--- src/design/rpv_pkg.sv ---
// ----------------------------------------------------------------------------
// rpv_pkg
// Shared types, constants and the first-quadrant sine/cosine generator used to
// build the rotation table of the vertex rotate-and-project unit.
// ----------------------------------------------------------------------------
package rpv_pkg;

	localparam int TRIG_FRAC = 14;
	localparam int TRIG_W    = TRIG_FRAC + 2;
	localparam int VERT_W    = 16;
	localparam int SPAN_W    = 10;
	localparam int OUT_W     = 16;
	localparam int CFG_IDX_W = 2;
	// Divider pipeline: one range stage, one stage per quotient bit, one output stage.
	localparam int DIV_LAT   = OUT_W + 2;

	localparam logic [CFG_IDX_W-1:0] REG_ANGLE  = 2'd0;
	localparam logic [CFG_IDX_W-1:0] REG_WIDTH  = 2'd1;
	localparam logic [CFG_IDX_W-1:0] REG_HEIGHT = 2'd2;

	localparam logic [SPAN_W-1:0] WIDTH_RESET  = 10'd100;
	localparam logic [SPAN_W-1:0] HEIGHT_RESET = 10'd24;

	localparam longint Q30_ONE     = 64'sd1073741824;
	localparam longint HALF_PI_Q30 = 64'sd1686629713;
	localparam longint SDEN [5] = '{110, 72, 42, 20, 6};
	localparam longint CDEN [6] = '{132, 90, 56, 30, 12, 2};

	typedef logic signed [TRIG_W-1:0] trig_t;

	typedef struct packed {
		trig_t              sin_v;
		trig_t              cos_v;
		logic [SPAN_W-1:0]  width;
		logic [SPAN_W-1:0]  height;
	} cfg_t;

	function automatic longint q30_to_q14(input longint v);
		longint r;
		r = (v < 0) ? 64'sd0 : v;
		return (r + (64'sd1 <<< (30 - TRIG_FRAC - 1))) >>> (30 - TRIG_FRAC);
	endfunction

	// Returns {sin, cos} of x (Q30 radians in the first quadrant), each Q14 unsigned.
	function automatic logic [2*(TRIG_FRAC+1)-1:0] quad_trig(input longint x);
		longint x2;
		longint t;
		longint s;
		longint c;
		x2 = (x * x) >>> 30;
		t = Q30_ONE;
		for (int i = 0; i < 5; i++) begin
			t = Q30_ONE - ((x2 * t) >>> 30) / SDEN[i];
		end
		s = q30_to_q14((x * t) >>> 30);
		t = Q30_ONE;
		for (int i = 0; i < 6; i++) begin
			t = Q30_ONE - ((x2 * t) >>> 30) / CDEN[i];
			if (t < 0) begin
				t = 0;
			end
		end
		c = q30_to_q14(t);
		return {s[TRIG_FRAC:0], c[TRIG_FRAC:0]};
	endfunction

endpackage

--- src/design/rpv_div.sv ---
// ----------------------------------------------------------------------------
// rpv_div
// Pipelined floor division with 16-bit signed saturation. The numerator is
// biased by 2^15 times the divisor, then one quotient bit is resolved per stage.
// ----------------------------------------------------------------------------
module rpv_div #(
	parameter int NW = 45,
	parameter int DW = 34
) (
	input  logic                                 clk,
	input  logic                                 en,
	input  logic signed [NW-1:0]                 num,
	input  logic [DW-1:0]                        den,
	input  logic                                 kill,
	output logic signed [rpv_pkg::OUT_W-1:0]     quo
);

	localparam int QW = rpv_pkg::OUT_W;
	localparam int RW = DW + QW;
	localparam int EW = ((NW > RW) ? NW : RW) + 2;

	logic signed [EW-1:0] num_w;
	logic signed [EW-1:0] lim_w;
	logic signed [EW-1:0] m_w;

	assign num_w = EW'(num);
	assign lim_w = $signed({{(EW-DW){1'b0}}, den} << (QW - 1));
	assign m_w   = num_w + lim_w;

	logic [RW-1:0] rem_s  [QW+1];
	logic [DW-1:0] den_s  [QW+1];
	logic [QW-1:0] q_s    [QW+1];
	logic          hi_s   [QW+1];
	logic          lo_s   [QW+1];
	logic          kill_s [QW+1];

	always_ff @(posedge clk) begin
		if (en) begin
			rem_s[0]  <= m_w[RW-1:0];
			den_s[0]  <= den;
			q_s[0]    <= '0;
			hi_s[0]   <= (num_w >= lim_w);
			lo_s[0]   <= (num_w < -lim_w);
			kill_s[0] <= kill;
		end
	end

	for (genvar k = 1; k <= QW; k++) begin : g_bit
		localparam int B = QW - k;
		logic [RW-1:0] trial;
		logic          take;
		assign trial = {{QW{1'b0}}, den_s[k-1]} << B;
		assign take  = (rem_s[k-1] >= trial);
		always_ff @(posedge clk) begin
			if (en) begin
				rem_s[k]  <= take ? (rem_s[k-1] - trial) : rem_s[k-1];
				q_s[k]    <= q_s[k-1] | (QW'(take) << B);
				den_s[k]  <= den_s[k-1];
				hi_s[k]   <= hi_s[k-1];
				lo_s[k]   <= lo_s[k-1];
				kill_s[k] <= kill_s[k-1];
			end
		end
	end

	// Flipping the top bit removes the 2^15 bias.
	always_ff @(posedge clk) begin
		if (en) begin
			if (kill_s[QW]) begin
				quo <= '0;
			end else if (hi_s[QW]) begin
				quo <= {1'b0, {(QW-1){1'b1}}};
			end else if (lo_s[QW]) begin
				quo <= {1'b1, {(QW-1){1'b0}}};
			end else begin
				quo <= $signed({~q_s[QW][QW-1], q_s[QW][QW-2:0]});
			end
		end
	end

endmodule

--- config.mk ---
export PLATFORM = sky130hd
export DESIGN_NAME = rpv_div
export DESIGN_NICKNAME = d
export VERILOG_FILES = /design/src/design/rpv_pkg.sv /design/src/design/rpv_div.sv
export SDC_FILE = /design/constraint.sdc
export NUM_CORES = 2
export LEC_CHECK = 0
export BUFFER_PORTS_ARGS = -buffer_cell sky130_fd_sc_hd__buf_2
export CAP_MARGIN = 20
export CORE_AREA = 2 2 522 394
export CTS_BUF_LIST = sky130_fd_sc_hd__clkbuf_4 sky130_fd_sc_hd__clkbuf_8
export DETAILED_ROUTE_END_ITERATION = 12
export DIE_AREA = 0 0 524 396
export PLACE_DENSITY_LB_ADDON = 0.1
export SLEW_MARGIN = 20
export SYNTH_ARGS = -nofsm -noshare
export SYNTH_HDL_FRONTEND = slang
export SYNTH_SLANG_ARGS = --single-unit
--- constraint.sdc ---
create_clock -name clk -period 5 [get_ports clk]
set_clock_uncertainty 0.2 [all_clocks]
set_input_delay 1 -clock clk [delete_from_list [all_inputs] [get_ports clk]]
set_output_delay 1 -clock clk [all_outputs]
set_load 0.01 [all_outputs]
==> flow_metrics.py <==
metrics = {
    "die": {
        "fp.dieH_um": 396,
        "core_um2": 202000,
        "pin_count": 98,
        "dieArea_um2": 207500,
        "rows": 143,
        "fp.dieW_um": 524,
        "start_util_pct": 43.90,
    },
    "global_route": {
        "antenna_found_initial": 13,
        "grt.overflow.total": 0,
        "busiest_layer": "met1",
        "grt_pass1_wl_mm": 381.6,
        "grt_max_degree": 151,
        "grtUsageMet2_pct": 26.98,
        "grt_usage_pct": 24.36,
        "grt_util_met1_pct": 43.11,
        "global_route.usage.met3_pct": 7.237,
        "grt_pass1_vias": 58540,
    },
    "clock_tree": {
        "cts_root_buffer": "clkbuf_8",
        "cts_tree": "done",
        "cts_setup_buffers": 0,
        "cts_sinks": 1547,
        "clock_latency_ps": 960,
        "cts.clk_slew.worst_paths_ps": 60,
        "cts_max_level": 5,
        "cts_made_buffers": 269,
        "cts_max_path_buffers": 4,
    },
    "detailed_routing": {
        "vias": 64100,
        "drc": 0,
        "drtPass1Iterations": 7,
        "wire_per_inst_um": 22.62,
        "routed_wl_mm": 257.0,
        "ant_nets": 0,
        "drtIter0Drc": 7168,
        "routed_via_density": 5.643,
    },
    "place": {
        "routabilityCongestion": 0.9288,
        "place.detailed.hpwl_mm": 199.4,
        "place_inst": 10890,
        "portBuffers": 97,
        "place_ws_ps": 180.3,
    },
    "min_path": {
        "min-delay-path-class": "in2reg",
        "hold_start": "num[4]",
    },
    "synthesis": {
        "synthesis.area_um2": 88690,
        "syn_nets": 8879,
        "syn_avg_cell_area_um2": 10.91,
        "yosysWarningCount": 0,
        "yosysUniqueCellTypes": 97,
        "synthArstFlopShare_pct": 0,
        "netlist_instances": 8130,
        "synth_edf_count": 1547,
        "ys.flop_type": "edfxtp_1",
        "yosysSeqAreaShare_pct": 52.38,
        "ys_ff_latch": 1547,
    },
    "timing": {
        "slew_violations": 0,
        "fin_ws_ps": 216.4,
        "hold_viol": 0,
        "fin_crit_sh_pct": 95.67,
        "tns_ps": 0,
        "finalSetupViolCount": 0,
        "rsz0062_at_grt": "no",
        "finalCriticalPeriod_ps": 4784,
        "relSlewSlack_pct": 24.13,
        "tightest_slew_ps": 1128,
        "max_freq_ghz": 0.2090,
    },
    "setup_path": {
        "worstPathArrival_ps": 5250,
        "cp_max_fo": 32,
        "start_kind": "flop",
        "startpoint": "rem_s[0][228]",
        "r2r-start": "rem_s[0][228]",
        "worst_ep_required_time_ps": 5470,
        "endpoint_kind": "flop",
        "critPathKind": "reg2reg",
    },
    "run_status": {
        "outcome": "completed",
    },
    "power": {
        "p_leak_uw": 0.03963,
        "peakVddDrop_mv": 0.3859,
        "power_density_nw_per_um2": 583.7,
    },
    "job": {
        "max-cap-violations": 0,
    },
    "layout": {
        "syn_to_final_growth_pct": 11.36,
        "final_nets": 9237,
        "seq_area_um2": 46450,
        "multi_input_area_um2": 38600,
        "fill_cells": 18370,
        "final-instance-count-excl-fill": 11360,
        "drive_gt1_share_pct": 10.05,
    },
}
stage by stage:
stage	area, µm²	util (%)	total power, µW	hold WS (ps)
global placement	93530	46.30	45500	201.4
finish	98760	48.89	57640	80.17
CTS	98750	48.89	57560	2.455
global route	98760	48.89	61440	32.45
detailed placement	93530	46.30	45540	204.5
floorplan	88690	-	37630	200.3
cell usage after synthesis, types with 140 or more instances:
cell / number / area, µm²
xnor2_1: 358 / 3136
nor2_1: 479 / 1798
xor2_1: 251 / 2198
a21o_1: 319 / 2395
nand2_1: 637 / 2391
nor3_1: 140 / 700.7
ha_1: 651 / 8145
o21ai_0: 546 / 2733
clkbuf_1: 169 / 634.4
inv_1: 763 / 2864
edfxtp_1: 1547 / 46450
a21oi_1: 680 / 3403
what timing repair did:
action | in CTS | in global routing
hold buffers | 9 | 0
endpoints found under the setup margin | 0 | 0
resized for setup | 0 | 0
hold endpoints to repair | 9 | 0
logic make-up (layout without fill, tap and decap cells):
family | after synthesis | in the layout | synth area share (%)
AO/OA/AOI/OAI | 2180 | 2180 | 15.27
AND/OR/NAND/NOR | 2032 | 2032 | 11.08
flip-flops | 1547 | 1547 | 52.38
buffers and inverters | 976 | 1521 | 4.197
adder cells (fa/ha/maj) | 667 | 667 | 9.546
XOR/XNOR | 609 | 609 | 6.014
multiplexers | 119 | 119 | 1.503
other | 0 | 2 | 0
area by class of cell:
| cell class | count | area share (%) |
|---|---|---|
| Antenna cell | 2 | 0.005068 |
| Clock buffer | 335 | 4.282 |
| Clock inverter | 123 | 0.9185 |
| Inverter | 765 | 2.908 |
| Multi-Input combinational cell | 5607 | 39.09 |
| Sequential cell | 1547 | 47.04 |
| Tap cell | 2682 | 3.398 |
| Timing Repair Buffer | 298 | 2.362 |
per-layer routing:
metal,vias up,wire [µm],share of wire (%)
li1,30630,-,-
met1,30950,141900,55
met2,2209,84720,33
met3,302,25880,10
met4,6,4036,1.6
met5,-,405,0.16
worst max-delay path: stages (launching register included):
cell      delay, ps
edfxtp_1        420
ha_1            410
nand4_1         290
or3_1           450
o21ai_0         780
o31ai_1         210
buf_4           220
o31ai_1         280
buf_4           220
a21o_2          280
buf_12          240
nor2_1           60
a21oi_1         380
power breakdown:
group          switching (µW)  total, µW  internal [µW]
combinational           14700      24900          10100
sequential               2460      21200          18700
clock                    5380      11600           6190
total                   22600      57600          35100
cell usage in the layout (no fill, tap or decap), types with 20 or more instances in the layout:
master	count
buf_2	96
inv_1	763
o211ai_1	44
o31ai_1	53
a31oi_1	64
a21o_1	318
ha_1	651
nand2b_1	94
o21bai_1	97
nand4_1	124
a21oi_1	679
edfxtp_1	1547
and2_1	27
and3_1	50
nor3_1	139
a211oi_1	69
clkbuf_8	274
nor2_1	479
or4_1	25
or2_2	27
mux2_2	111
buf_4	168
nand2_1	637
clkinv_1	63
nor4_1	74
xor2_1	251
o21a_1	75
clkinv_2	30
xnor2_1	358
nor4b_1	20
nor2b_1	72
buf_12	25
and4_1	21
o21ai_0	545
clkbuf_4	61
or3_1	43
nand3_1	135
path summary, 6_finish.rpt:
path              endpoint  slack, ps  depth (start not counted)
min            rem_s[0][4]         80                          1
min reg2reg    q_s[0][230]        180                          0
max reg2reg  rem_s[0][270]        220                         12
max          rem_s[0][270]        220                         12
flip-flops by register name (all words and copies together) (netlist names):
name and flops:
den_s 544, hi_s 17, kill_s 17, lo_s 17
q_s 136, quo 16, rem_s 800
Power figures use the tool's default switching activity.
